===== config.mk =====
export PLATFORM = sky130hd
export DESIGN_NAME = rgba_frame_mismatch_report_core
export DESIGN_NICKNAME = d
export VERILOG_FILES = /design/src/design/rfmr_pkg.sv /design/src/design/rfmr_fifo.sv /design/src/design/rfmr_front.sv /design/src/design/rfmr_back.sv /design/src/design/rgba_frame_mismatch_report_core.sv
export SDC_FILE = /design/constraint.sdc
export NUM_CORES = 1
export LEC_CHECK = 0
export BUFFER_PORTS_ARGS = -buffer_cell sky130_fd_sc_hd__buf_2
export CAP_MARGIN = 20
export CORE_AREA = 5 5 278 198
export CTS_BUF_LIST = sky130_fd_sc_hd__clkbuf_8 sky130_fd_sc_hd__clkbuf_16
export CTS_CLUSTER_DIAMETER = 40
export DETAILED_ROUTE_END_ITERATION = 16
export DIE_AREA = 0 0 283 203
export GPL_TIMING_DRIVEN = 0
export PLACE_DENSITY = 0.79
export SETUP_SLACK_MARGIN = 0.2
export SYNTH_ARGS = -nofsm -noshare
export SYNTH_HDL_FRONTEND = slang
export SYNTH_HIERARCHICAL = 1
export SYNTH_SLANG_ARGS = --single-unit

===== constraint.sdc =====
create_clock -name clock -period 10.75 [get_ports clock]
set_input_delay 1.075 -clock clock [delete_from_list [all_inputs] [get_ports clock]]
set_output_delay 1.075 -clock clock [all_outputs]
set_load 0.05 [all_outputs]

===== src/design/rfmr_pkg.sv =====
// shared types and constants for the rgba frame mismatch report block
`timescale 1ns / 1ps

package rfmr_pkg;

   // pixel and report field widths
   localparam int PIXEL_W   = 32;
   localparam int CHAN_W    = 2;
   localparam int TOTAL_W   = 25;
   localparam int POS_OUT_W = 12;
   localparam int SIZE_W    = 13;

   // configuration register indexes
   localparam int CSR_INDEX_W = 1;
   localparam logic [CSR_INDEX_W-1:0] REG_FRAME_WIDTH  = 1'd0;
   localparam logic [CSR_INDEX_W-1:0] REG_FRAME_HEIGHT = 1'd1;

   // entries in the queue between front and back
   localparam int QUEUE_DEPTH = 4;

   // stream widths
   localparam int REQ_DATA_W = 2 * PIXEL_W;
   localparam int RSP_DATA_W = 168;

   // per-pixel classification handed from front to back
   typedef struct packed {
      logic                frame_end;
      logic                miss;
      logic [CHAN_W-1:0]   channel;
      logic [PIXEL_W-1:0]  actual;
      logic [PIXEL_W-1:0]  expected;
   } pix_info_type;

   // frame report, first member in the highest bits
   typedef struct packed {
      logic [CHAN_W-1:0]    first_channel;
      logic [PIXEL_W-1:0]   first_actual;
      logic [PIXEL_W-1:0]   first_expected;
      logic [POS_OUT_W-1:0] box_max_row;
      logic [POS_OUT_W-1:0] box_min_row;
      logic [POS_OUT_W-1:0] box_max_col;
      logic [POS_OUT_W-1:0] box_min_col;
      logic [POS_OUT_W-1:0] first_row;
      logic [POS_OUT_W-1:0] first_col;
      logic [TOTAL_W-1:0]   mismatch_total;
   } report_type;

   localparam int REPORT_W = $bits(report_type);

   // lowest byte index at which two pixels differ
   function automatic logic [CHAN_W-1:0] first_diff_byte(
      input logic [PIXEL_W-1:0] a,
      input logic [PIXEL_W-1:0] b
   );
      logic [CHAN_W-1:0] ch;
      ch = 2'd3;
      if (a[7:0] != b[7:0]) begin
         ch = 2'd0;
      end else if (a[15:8] != b[15:8]) begin
         ch = 2'd1;
      end else if (a[23:16] != b[23:16]) begin
         ch = 2'd2;
      end
      return ch;
   endfunction

endpackage


===== src/design/rfmr_fifo.sv =====
// small register queue between the front and back parts
`timescale 1ns / 1ps

module rfmr_fifo #(
   parameter int WIDTH = 8,
   parameter int DEPTH = 4
) (
   input  logic             clock,
   input  logic             reset,
   input  logic             push_valid,
   input  logic [WIDTH-1:0] push_data,
   output logic             push_ready,
   output logic             pop_valid,
   output logic [WIDTH-1:0] pop_data,
   input  logic             pop_ready
);

   localparam int PW = (DEPTH > 1) ? $clog2(DEPTH) : 1;
   localparam int CW = $clog2(DEPTH + 1);

   logic [WIDTH-1:0] entry_ff [DEPTH];
   logic [PW-1:0]    wr_ptr_ff, wr_ptr_in;
   logic [PW-1:0]    rd_ptr_ff, rd_ptr_in;
   logic [CW-1:0]    count_ff, count_in;
   logic             do_push, do_pop;

   assign push_ready = (count_ff != CW'(DEPTH));
   assign pop_valid  = (count_ff != '0);
   assign pop_data   = entry_ff[rd_ptr_ff];
   assign do_push    = push_valid && push_ready;
   assign do_pop     = pop_valid && pop_ready;

   // pointer and fill count update
   always_comb begin
      wr_ptr_in = wr_ptr_ff;
      rd_ptr_in = rd_ptr_ff;
      count_in  = count_ff;
      if (do_push) begin
         wr_ptr_in = (wr_ptr_ff == PW'(DEPTH - 1)) ? '0 : wr_ptr_ff + PW'(1);
      end
      if (do_pop) begin
         rd_ptr_in = (rd_ptr_ff == PW'(DEPTH - 1)) ? '0 : rd_ptr_ff + PW'(1);
      end
      if (do_push && !do_pop) begin
         count_in = count_ff + CW'(1);
      end else if (do_pop && !do_push) begin
         count_in = count_ff - CW'(1);
      end
   end

   always_ff @(posedge clock) begin
      if (reset) begin
         wr_ptr_ff <= '0;
         rd_ptr_ff <= '0;
         count_ff  <= '0;
      end else begin
         wr_ptr_ff <= wr_ptr_in;
         rd_ptr_ff <= rd_ptr_in;
         count_ff  <= count_in;
      end
   end

   // entry storage
   always_ff @(posedge clock) begin
      if (do_push) begin
         entry_ff[wr_ptr_ff] <= push_data;
      end
   end

endmodule


===== src/design/rfmr_front.sv =====
// front part: accepts pixel beats, tracks position and classifies each pair
`timescale 1ns / 1ps

module rfmr_front #(
   parameter int MAX_WIDTH  = 4096,
   parameter int MAX_HEIGHT = 4096,
   parameter int CW         = 12,
   parameter int RW         = 12
) (
   input  logic                              clock,
   input  logic                              reset,
   input  logic                              req_tvalid,
   output logic                              req_tready,
   input  logic [rfmr_pkg::REQ_DATA_W-1:0]   req_tdata,
   input  logic [rfmr_pkg::SIZE_W-1:0]       frame_width,
   input  logic [rfmr_pkg::SIZE_W-1:0]       frame_height,
   input  logic                              push_ready,
   output logic                              push_valid,
   output logic [RW+CW+$bits(rfmr_pkg::pix_info_type)-1:0] push_data
);

   localparam int SWC  = CW + 1;
   localparam int SWR  = RW + 1;
   localparam int CMPC = (SWC > rfmr_pkg::SIZE_W) ? SWC : rfmr_pkg::SIZE_W;
   localparam int CMPR = (SWR > rfmr_pkg::SIZE_W) ? SWR : rfmr_pkg::SIZE_W;

   logic [CW-1:0]   col_ff, col_in;
   logic [RW-1:0]   row_ff, row_in;
   logic [CMPC-1:0] width_x;
   logic [CMPR-1:0] height_x;
   logic [SWC-1:0]  eff_width;
   logic [SWR-1:0]  eff_height;
   logic            row_done, frame_done, take;
   logic [rfmr_pkg::PIXEL_W-1:0] exp_px, act_px;
   rfmr_pkg::pix_info_type info;

   assign req_tready = push_ready;
   assign push_valid = req_tvalid && push_ready;
   assign take       = push_valid;
   assign exp_px     = req_tdata[rfmr_pkg::PIXEL_W-1:0];
   assign act_px     = req_tdata[rfmr_pkg::REQ_DATA_W-1:rfmr_pkg::PIXEL_W];

   // frame size clamped to one and to the maximum
   assign width_x  = CMPC'(frame_width);
   assign height_x = CMPR'(frame_height);
   always_comb begin
      if (frame_width == '0) begin
         eff_width = SWC'(1);
      end else if (width_x > CMPC'(MAX_WIDTH)) begin
         eff_width = SWC'(MAX_WIDTH);
      end else begin
         eff_width = SWC'(width_x);
      end
      if (frame_height == '0) begin
         eff_height = SWR'(1);
      end else if (height_x > CMPR'(MAX_HEIGHT)) begin
         eff_height = SWR'(MAX_HEIGHT);
      end else begin
         eff_height = SWR'(height_x);
      end
   end

   // raster position stepping
   assign row_done   = (SWC'(col_ff) + SWC'(1)) >= eff_width;
   assign frame_done = row_done && ((SWR'(row_ff) + SWR'(1)) >= eff_height);

   always_comb begin
      col_in = col_ff;
      row_in = row_ff;
      if (take) begin
         if (row_done) begin
            col_in = '0;
            row_in = frame_done ? '0 : row_ff + RW'(1);
         end else begin
            col_in = col_ff + CW'(1);
         end
      end
   end

   always_ff @(posedge clock) begin
      if (reset) begin
         col_ff <= '0;
         row_ff <= '0;
      end else begin
         col_ff <= col_in;
         row_ff <= row_in;
      end
   end

   // classification of the pixel pair
   always_comb begin
      info.frame_end = frame_done;
      info.miss      = (exp_px != act_px);
      info.channel   = rfmr_pkg::first_diff_byte(exp_px, act_px);
      info.actual    = act_px;
      info.expected  = exp_px;
   end

   assign push_data = {row_ff, col_ff, info};

endmodule


===== src/design/rfmr_back.sv =====
// back part: accumulates mismatch statistics and holds the frame report
`timescale 1ns / 1ps

module rfmr_back #(
   parameter int CW = 12,
   parameter int RW = 12
) (
   input  logic                                clock,
   input  logic                                reset,
   input  logic                                pop_valid,
   input  logic [RW+CW+$bits(rfmr_pkg::pix_info_type)-1:0] pop_data,
   output logic                                pop_ready,
   output logic                                rsp_tvalid,
   input  logic                                rsp_tready,
   output logic [rfmr_pkg::RSP_DATA_W-1:0]     rsp_tdata
);

   localparam int IW = $bits(rfmr_pkg::pix_info_type);
   localparam int XC = (CW > rfmr_pkg::POS_OUT_W) ? CW : rfmr_pkg::POS_OUT_W;
   localparam int XR = (RW > rfmr_pkg::POS_OUT_W) ? RW : rfmr_pkg::POS_OUT_W;
   localparam logic [rfmr_pkg::TOTAL_W-1:0] TOTAL_MAX = '1;

   rfmr_pkg::pix_info_type info;
   logic [CW-1:0] col;
   logic [RW-1:0] row;

   logic [rfmr_pkg::TOTAL_W-1:0] count_ff, count_in;
   logic [CW-1:0]                first_col_ff, first_col_in;
   logic [RW-1:0]                first_row_ff, first_row_in;
   logic [CW-1:0]                min_col_ff, min_col_in, max_col_ff, max_col_in;
   logic [RW-1:0]                min_row_ff, min_row_in, max_row_ff, max_row_in;
   logic [rfmr_pkg::PIXEL_W-1:0] first_exp_ff, first_exp_in;
   logic [rfmr_pkg::PIXEL_W-1:0] first_act_ff, first_act_in;
   logic [rfmr_pkg::CHAN_W-1:0]  first_ch_ff, first_ch_in;

   logic                         rsp_valid_ff, rsp_valid_in;
   rfmr_pkg::report_type         report_ff, report_in;
   logic                         pop, load;

   assign info = rfmr_pkg::pix_info_type'(pop_data[IW-1:0]);
   assign col  = pop_data[IW+CW-1:IW];
   assign row  = pop_data[IW+CW+RW-1:IW+CW];

   // a frame end beat waits until the report register is free
   assign pop_ready = !info.frame_end || !rsp_valid_ff || rsp_tready;
   assign pop       = pop_valid && pop_ready;
   assign load      = pop && info.frame_end;

   // accumulator update for one beat
   always_comb begin
      count_in     = count_ff;
      first_col_in = first_col_ff;
      first_row_in = first_row_ff;
      min_col_in   = min_col_ff;
      max_col_in   = max_col_ff;
      min_row_in   = min_row_ff;
      max_row_in   = max_row_ff;
      first_exp_in = first_exp_ff;
      first_act_in = first_act_ff;
      first_ch_in  = first_ch_ff;
      if (pop && info.miss) begin
         if (count_ff == '0) begin
            first_col_in = col;
            first_row_in = row;
            min_col_in   = col;
            max_col_in   = col;
            min_row_in   = row;
            max_row_in   = row;
            first_exp_in = info.expected;
            first_act_in = info.actual;
            first_ch_in  = info.channel;
         end else begin
            if (col < min_col_ff) min_col_in = col;
            if (col > max_col_ff) max_col_in = col;
            if (row < min_row_ff) min_row_in = row;
            if (row > max_row_ff) max_row_in = row;
         end
         if (count_ff != TOTAL_MAX) begin
            count_in = count_ff + rfmr_pkg::TOTAL_W'(1);
         end
      end
   end

   // report built from the updated accumulators, positions kept to the low bits
   always_comb begin
      report_in.mismatch_total = count_in;
      report_in.first_col      = rfmr_pkg::POS_OUT_W'(XC'(first_col_in));
      report_in.first_row      = rfmr_pkg::POS_OUT_W'(XR'(first_row_in));
      report_in.box_min_col    = rfmr_pkg::POS_OUT_W'(XC'(min_col_in));
      report_in.box_max_col    = rfmr_pkg::POS_OUT_W'(XC'(max_col_in));
      report_in.box_min_row    = rfmr_pkg::POS_OUT_W'(XR'(min_row_in));
      report_in.box_max_row    = rfmr_pkg::POS_OUT_W'(XR'(max_row_in));
      report_in.first_expected = first_exp_in;
      report_in.first_actual   = first_act_in;
      report_in.first_channel  = first_ch_in;
   end

   // accumulators clear after each report
   always_ff @(posedge clock) begin
      if (reset || load) begin
         count_ff     <= '0;
         first_col_ff <= '0;
         first_row_ff <= '0;
         min_col_ff   <= '0;
         max_col_ff   <= '0;
         min_row_ff   <= '0;
         max_row_ff   <= '0;
         first_exp_ff <= '0;
         first_act_ff <= '0;
         first_ch_ff  <= '0;
      end else begin
         count_ff     <= count_in;
         first_col_ff <= first_col_in;
         first_row_ff <= first_row_in;
         min_col_ff   <= min_col_in;
         max_col_ff   <= max_col_in;
         min_row_ff   <= min_row_in;
         max_row_ff   <= max_row_in;
         first_exp_ff <= first_exp_in;
         first_act_ff <= first_act_in;
         first_ch_ff  <= first_ch_in;
      end
   end

   // output register
   always_comb begin
      rsp_valid_in = rsp_valid_ff;
      if (rsp_valid_ff && rsp_tready) begin
         rsp_valid_in = 1'b0;
      end
      if (load) begin
         rsp_valid_in = 1'b1;
      end
   end

   always_ff @(posedge clock) begin
      if (reset) begin
         rsp_valid_ff <= 1'b0;
      end else begin
         rsp_valid_ff <= rsp_valid_in;
      end
   end

   always_ff @(posedge clock) begin
      if (load) begin
         report_ff <= report_in;
      end
   end

   assign rsp_tvalid = rsp_valid_ff;
   assign rsp_tdata  = rfmr_pkg::RSP_DATA_W'(report_ff);

`ifndef SYNTHESIS
   // accumulators are empty right after a report is taken in
   a_clear_after_load: assert property (@(posedge clock) disable iff (reset)
      load |=> (count_ff == '0) && (first_exp_ff == '0) && (first_act_ff == '0))
      else $error("accumulators not cleared after frame report");

   // no mismatch yet means no recorded position
   a_empty_means_zero: assert property (@(posedge clock) disable iff (reset)
      (count_ff == '0) |-> (min_col_ff == '0) && (max_row_ff == '0) &&
                           (first_col_ff == '0) && (first_ch_ff == '0))
      else $error("position state set without any mismatch");

   // bounding box stays ordered
   a_box_ordered: assert property (@(posedge clock) disable iff (reset)
      (count_ff != '0) |-> (min_col_ff <= max_col_ff) && (min_row_ff <= max_row_ff))
      else $error("bounding box inverted");

   // a pending report is never overwritten
   a_no_overwrite: assert property (@(posedge clock) disable iff (reset)
      (rsp_valid_ff && !rsp_tready) |-> !load)
      else $error("report overwritten before it was taken");
`endif

endmodule


===== src/design/rgba_frame_mismatch_report_core.sv =====
// top level of the rgba frame mismatch report block
`timescale 1ns / 1ps

// Compares an expected and an actual RGBA8 frame, one pixel pair per beat in
// raster order, and emits one report beat after the last pixel of each frame.
// One pixel beat is taken per clock cycle while the queue is not full; the
// front stage steps the raster position and classifies the pair, a four-entry
// queue decouples it from the back stage that accumulates count, first
// mismatch and bounding box. The last pixel passes through the queue and the
// report is then registered in an output register; while it waits, pixels
// keep flowing until the last pixel of the next frame reaches the head of the
// queue. Frame size registers must be written only while no beat is in
// flight; the block itself does not enforce this. Zero counts as one and
// values above MAX_WIDTH or MAX_HEIGHT saturate there.

module rgba_frame_mismatch_report_core #(
   parameter int MAX_WIDTH  = 4096,
   parameter int MAX_HEIGHT = 4096
) (
   input  logic                                 clock,
   input  logic                                 reset,
   // pixel pair beats
   input  logic                                 req_tvalid,
   output logic                                 req_tready,
   // expected_pixel[31:0], actual_pixel[63:32]
   input  logic [rfmr_pkg::REQ_DATA_W-1:0]      req_tdata,
   // frame report beats
   output logic                                 rsp_tvalid,
   input  logic                                 rsp_tready,
   // mismatch_total[24:0], first_col[36:25], first_row[48:37],
   // box_min_col[60:49], box_max_col[72:61], box_min_row[84:73],
   // box_max_row[96:85], first_expected[128:97], first_actual[160:129],
   // first_channel[162:161], zero[167:163]
   output logic [rfmr_pkg::RSP_DATA_W-1:0]      rsp_tdata,
   // register write port
   input  logic                                 csr_we,
   input  logic [rfmr_pkg::CSR_INDEX_W-1:0]     csr_index,
   input  logic [rfmr_pkg::SIZE_W-1:0]          csr_wdata
);

   localparam int CW = (MAX_WIDTH > 1) ? $clog2(MAX_WIDTH) : 1;
   localparam int RW = (MAX_HEIGHT > 1) ? $clog2(MAX_HEIGHT) : 1;
   localparam int QW = RW + CW + $bits(rfmr_pkg::pix_info_type);

   logic [rfmr_pkg::SIZE_W-1:0] width_ff, width_in;
   logic [rfmr_pkg::SIZE_W-1:0] height_ff, height_in;
   logic                        push_valid, push_ready, pop_valid, pop_ready;
   logic [QW-1:0]               push_data, pop_data;

   // frame size registers
   always_comb begin
      width_in  = width_ff;
      height_in = height_ff;
      if (csr_we) begin
         unique case (csr_index)
            rfmr_pkg::REG_FRAME_WIDTH:  width_in  = csr_wdata;
            rfmr_pkg::REG_FRAME_HEIGHT: height_in = csr_wdata;
            default: ;
         endcase
      end
   end

   always_ff @(posedge clock) begin
      if (reset) begin
         width_ff  <= rfmr_pkg::SIZE_W'(1);
         height_ff <= rfmr_pkg::SIZE_W'(1);
      end else begin
         width_ff  <= width_in;
         height_ff <= height_in;
      end
   end

   rfmr_front #(
      .MAX_WIDTH  (MAX_WIDTH),
      .MAX_HEIGHT (MAX_HEIGHT),
      .CW         (CW),
      .RW         (RW)
   ) u_front (
      .clock        (clock),
      .reset        (reset),
      .req_tvalid   (req_tvalid),
      .req_tready   (req_tready),
      .req_tdata    (req_tdata),
      .frame_width  (width_ff),
      .frame_height (height_ff),
      .push_ready   (push_ready),
      .push_valid   (push_valid),
      .push_data    (push_data)
   );

   rfmr_fifo #(
      .WIDTH (QW),
      .DEPTH (rfmr_pkg::QUEUE_DEPTH)
   ) u_queue (
      .clock      (clock),
      .reset      (reset),
      .push_valid (push_valid),
      .push_data  (push_data),
      .push_ready (push_ready),
      .pop_valid  (pop_valid),
      .pop_data   (pop_data),
      .pop_ready  (pop_ready)
   );

   rfmr_back #(
      .CW (CW),
      .RW (RW)
   ) u_back (
      .clock      (clock),
      .reset      (reset),
      .pop_valid  (pop_valid),
      .pop_data   (pop_data),
      .pop_ready  (pop_ready),
      .rsp_tvalid (rsp_tvalid),
      .rsp_tready (rsp_tready),
      .rsp_tdata  (rsp_tdata)
   );

endmodule

Word-level counts from Yosys, hierarchy flattened. Memories as Yosys holds them, arrays and structs flattened. A register that Yosys moved wholly into a read port is not among the register bits. Cells that the tools add are included.

Register bits after elaboration: 384. Memory bits (writable): 368. Bits of input ports: 83. Output and inout bits: 170. Word-level logic and storage cells: 123. Memories: 1.

Memory list: u_queue.entry_ff (words 4, bits a word 92, read ports 1, clocked after memory_dff 1, write ports 1, RTL line rfmr_fifo.sv:21) `logic [WIDTH-1:0] entry_ff [DEPTH];`.

Add/sub/neg operators: 9. Magnitude comparators: 8. Equal/unequal tests: 8. Multiplexer cells: 43. Bitwise logic cells: 1. Reductions and logical operators: 25.

Operator list (number): $mux 12 (18); $mux 32 (4); $mux 13 (4); $mux 25 (2); $ne 32x32->1 (1); $add 12x1->13 const B (2); $ge 13x13->1 (2); $gt 13x13->1 const B (2); $logic_not 13->1 (2); $add 25x1->25 const B (1); $logic_not 25->1 (1); $ne 25x25->1 const B (1); $add 12x1->12 const B (2); $gt 12x12->1 (2); $lt 12x12->1 (2); $ne 8x8->1 (3); $mux 2 (8); $logic_and 1x1->1 (9); $mux 3 (2); $reduce_and 2->1 (3); $mux 1 (5); $add 2x1->2 const B (2); $eq 2x2->1 const B (2); $logic_not 1->1 (4); 7 further kinds (10).

Depth between registers and ports, before layout.
Word-level depth: 7. Gate-level depth with buffers: 13. Gate-level depth less buffers: 12.

Modules after synthesis. Netlist, hierarchy kept.

Modules (own cells, without submodules): rfmr_fifo (times used 1, cells each 528, area an instance 13724.4 um^2); rfmr_back (times used 1, cells each 996, area an instance 13163.9 um^2); rfmr_front (times used 1, cells each 383, area an instance 2951.6 um^2); rgba_frame_mismatch_report_core (times used 1, cells each 101, area an instance 1102.3 um^2).

Worst setup path after synthesis. OpenSTA, ideal clock, no wires.

Path kind: input-to-reg. Start: input rsp_tready. End: register u_back.max_col_ff[10]. Library setup time: 0.121 ns. Arrival: 5.588 ns. Data required time: 10.629 ns. Slack: 5.040 ns. Stages: 8. Buffers on the path: 2. Cells stage by stage: nand2b_1 nand3_1 inv_1 nor2_1 clkbuf_1 clkbuf_1 nand2_1 mux2i_1.

Word-level cells in the longest chain between the ends: 4. Elaborated cells on any way between the ends: 6. Those cells by class: 1 x mux; 5 x reduce/logical.

Ends and longest elaborated chain: start, declared (RTL line rgba_frame_mismatch_report_core.sv:29) `input logic rsp_tready,`; $logic_or 1x1->1 (RTL line rfmr_back.sv:45) `assign pop_ready = !info.frame_end || !rsp_valid_ff || rsp_tready;`; $logic_and 1x1->1 (RTL line rfmr_back.sv:46) `assign pop = pop_valid && pop_ready;`; $logic_and 1x1->1 (RTL line rfmr_back.sv:47) `assign load = pop && info.frame_end;`; named net u_back.load (RTL line rfmr_back.sv:38) `logic pop, load;`; $logic_or 1x1->1 (RTL line rfmr_back.sv:100) `if (reset || load) begin`; end signal, assigned (RTL line rfmr_back.sv:116) `max_col_ff <= max_col_in;`; end, declared (RTL line rfmr_back.sv:30) `logic [CW-1:0] min_col_ff, min_col_in, max_col_ff, max_col_in;`.

The timed path passes the listed nets, and every way through them passes these cells. A chain may end at the register's enable or synchronous reset.

==> flow_summary.ini <==
[cells_and_area]
nets = 2509
layout_commonest_cell = edfxtp_1
syn_to_final_growth_pct = 15.48
final_area_um2 = 35730
drive_above_1_share = 0.3062
fillCellCount = 3394
final_cell_mix = 531 x edfxtp_1, 272 x buf_2, 223 x dfxtp_1

[place]
pre_cts_ws_ns = 6.083
placed_area_um2 = 33210
place_congestion = 0.8374
dp_hpwl_um = 45890
portBuffers = 247

[pwr]
leakagePower_nw = 13.45
vdd_drop_max_uv = 193.2
power_density_nw_per_um2 = 329.6
share_seq_of_total_power = 0.370
p_int_mw = 7.304
power_switching_mw = 4.474
pwr-share-comb = 0.408
swShare = 0.3798
p_clk_frac = 0.222

[timing]
grt_setup_unrepaired = no
setup_viol = 0
finalHoldViolations = 0
setup_tns_ns = 0
period_share = 0.4372
fin_skew_ns = 0.02234
relSlewSlack = 0.4014
fmax_mhz = 212.8
worst_pin_slew_ns = 0.8910
finalCriticalPeriod_ns = 4.700
layout_setup_ws_ns = 6.050
slew_viol_final = 0

[clocking]
cts_tree = built
insertion_delay_ns = 0.62
cts-resized-gates = 0
cts.hold.buffers_added = 0
cts_buffers = 77
root_buffer = clkbuf_16
clock_path_buffers = 3
htreeDepth = 3
numClockSinks = 754
cts_setup_buffers = 0
clk_pin_slew_worst_paths_ns = 0.06

[synthesis]
synth_cells = 2008
ys_ff_latch = 754
syn_area_per_cell_um2 = 15.41
synth_area_leaders = edfxtp_1 52%, dfxtp_1 14%, mux4_2 6.7%
synth.area.mux_share = 0.1357
synth_top_area_share = 0.5153
yosys.area_share.simple = 0.08658
ys_types = 72
synth_edf_count = 531
synth-async-reset-ratio = 0
synth_top_family_by_area = multiplexers
syn_area_um2 = 30940
synth_top_cell_by_area = edfxtp_1
ys_warn_count = 6
ys.flop_type = edfxtp_1
synth-compound-area-share = 0.02337
synth_xor_area_frac = 0.02236
synthAdderAreaFrac = 0.03381
synth_sequential_area_ratio = 0.6596

[setup_path]
critPathLaunchType = flip-flop
required_ns = 11.09
cp.arrival_ns = 5.04
worstSetupPathType = reg -> reg
crit_path_end_kind = flip-flop
r2r_cells = 9
crit_fanout = 10

[route]
first_pass_iters = 5
vias_per_cell = 5.719
drtAntennaViolNets = 0
drtIter0Drc = 1514
wl_per_cell_um = 21.96
wirelength_um = 67950
drc = 0
vias = 17700

[global_routing]
grt_overflow = 0
grt_max_degree = 115
antenna_found_initial = 5
grt_pass1_vias = 18232
grt_pass1_wl_um = 104800
gr-usage-all-layers = 0.2350

[flow_run]
cap_violations = 0

[outcome]
outcome = finished clean

[floorplan]
die_x_um = 283
start_util = 0.5958
dieArea_um2 = 57450
core_um2 = 51940
rows = 70
pin_count = 253
dieHeight_um = 203

[min_path]
hold_class = reg -> reg
holdPathStages = 2
power by group through the flow:
stage	sequential (mW)	combinational, mW	clock, mW
CTS	4.37	4.82	2.66
global placement	4.47	4.62	0
global route	4.42	5.11	2.79
finish	4.36	4.80	2.62
floorplan	5.50	2.44	0
detailed placement	4.42	4.77	0
metal layers:
metal | track usage | part of all wire
met5 | 0 | 0.00019
met3 | 0.05309 | 0.073
met4 | 0.06690 | 0.024
met2 | 0.3797 | 0.48
met1 | 0.3267 | 0.42
final timing paths:
kind,startpoint,endpoint,slack (ns)
worst max register to register,flip-flop,u_back/rsp_tdata[33]$_DFFE_PP_,6.05
worst min register to register,u_back/max_col_ff[8]$_SDFF_PP0_,u_back/max_col_ff[8]$_SDFF_PP0_,0.48
worst max-delay path,flip-flop,u_back/rsp_tdata[33]$_DFFE_PP_,6.05
worst min-delay path,u_back/max_col_ff[8]$_SDFF_PP0_,u_back/max_col_ff[8]$_SDFF_PP0_,0.48
flip-flops by register name (all words and copies together) (netlist names), 3 cells and up, named ones only:
name,count
width_ff,13
u_back/count_ff,25
u_back/min_col_ff,12
u_front/row_ff,12
u_back/max_row_ff,12
u_queue/entry_ff,368
u_back/min_row_ff,12
u_back/first_col_ff,12
u_back/first_exp_ff,32
u_front/col_ff,12
u_back/rsp_tdata,163
u_back/first_row_ff,12
u_back/max_col_ff,12
u_back/first_act_ff,32
u_queue/count_ff,3
height_ff,13
worst max-delay path, stage by stage, from the launching register on:
cell      delay, ns
dfxtp_1        0.34
clkbuf_1       0.63
buf_2          0.42
mux4_2         0.44
nand3b_1       0.22
nand3_1        0.47
nor3_2         0.71
buf_2          0.44
buf_4          0.33
mux2_1         0.41
kinds of logic after synthesis:
kind of cell	Yosys count
flip-flops	754
AND/OR/NAND/NOR	488
multiplexers	284
buffers and inverters	212
AO/OA/AOI/OAI	107
adder cells (fa/ha/maj)	83
XOR/XNOR	79
other	1
area by class of cell:
cell class                 count  area (µm²)  area share
sequential                   754       20410      0.5712
multi-input combinational   1046        9371      0.2623
clock buffer                  81        2004     0.05610
timing repair buffer         252        1374     0.03845
buffer                       147       947.2     0.02651
tap                          684       855.8     0.02395
clock inverter                62       506.7     0.01418
inverter                      65       251.5    0.007039
antenna                        4       10.01   0.0002801
synthesized netlist by cell type (5+ instances only):
cell,count
mux4_2,92
inv_1,64
nor3_1,19
buf_4,84
a21o_1,8
nand3_1,25
edfxtp_1,531
nand2b_1,45
dfxtp_1,223
mux2_4,8
buf_2,25
o2bb2ai_1,7
ha_1,82
a32o_1,6
a31oi_1,8
mux2_1,11
mux2i_1,53
nor4_1,17
and2_1,140
xnor2_1,23
nor2_1,49
and3_1,5
nand2_1,121
o21ai_0,15
clkbuf_1,30
nand4_1,20
nor2b_1,5
a21oi_1,28
xor2_1,56
a211oi_1,8
or3_1,6
mux2_2,120
per-stage QoR:
step / hold WS, ns / std cells / utilization / power (mW)
after floorplan: 0.4476 / 2012 / - / 7.939
after global placement: 0.4590 / 2943 / 0.6363 / 9.088
after detailed placement: 0.4710 / 2948 / 0.6394 / 9.192
after CTS: 0.4802 / 3091 / 0.6878 / 11.85
after global routing: 0.4991 / 3095 / 0.6880 / 12.32
final: 0.4801 / 3095 / 0.6880 / 11.78
Note: power is estimated with default switching activity, not from simulation.
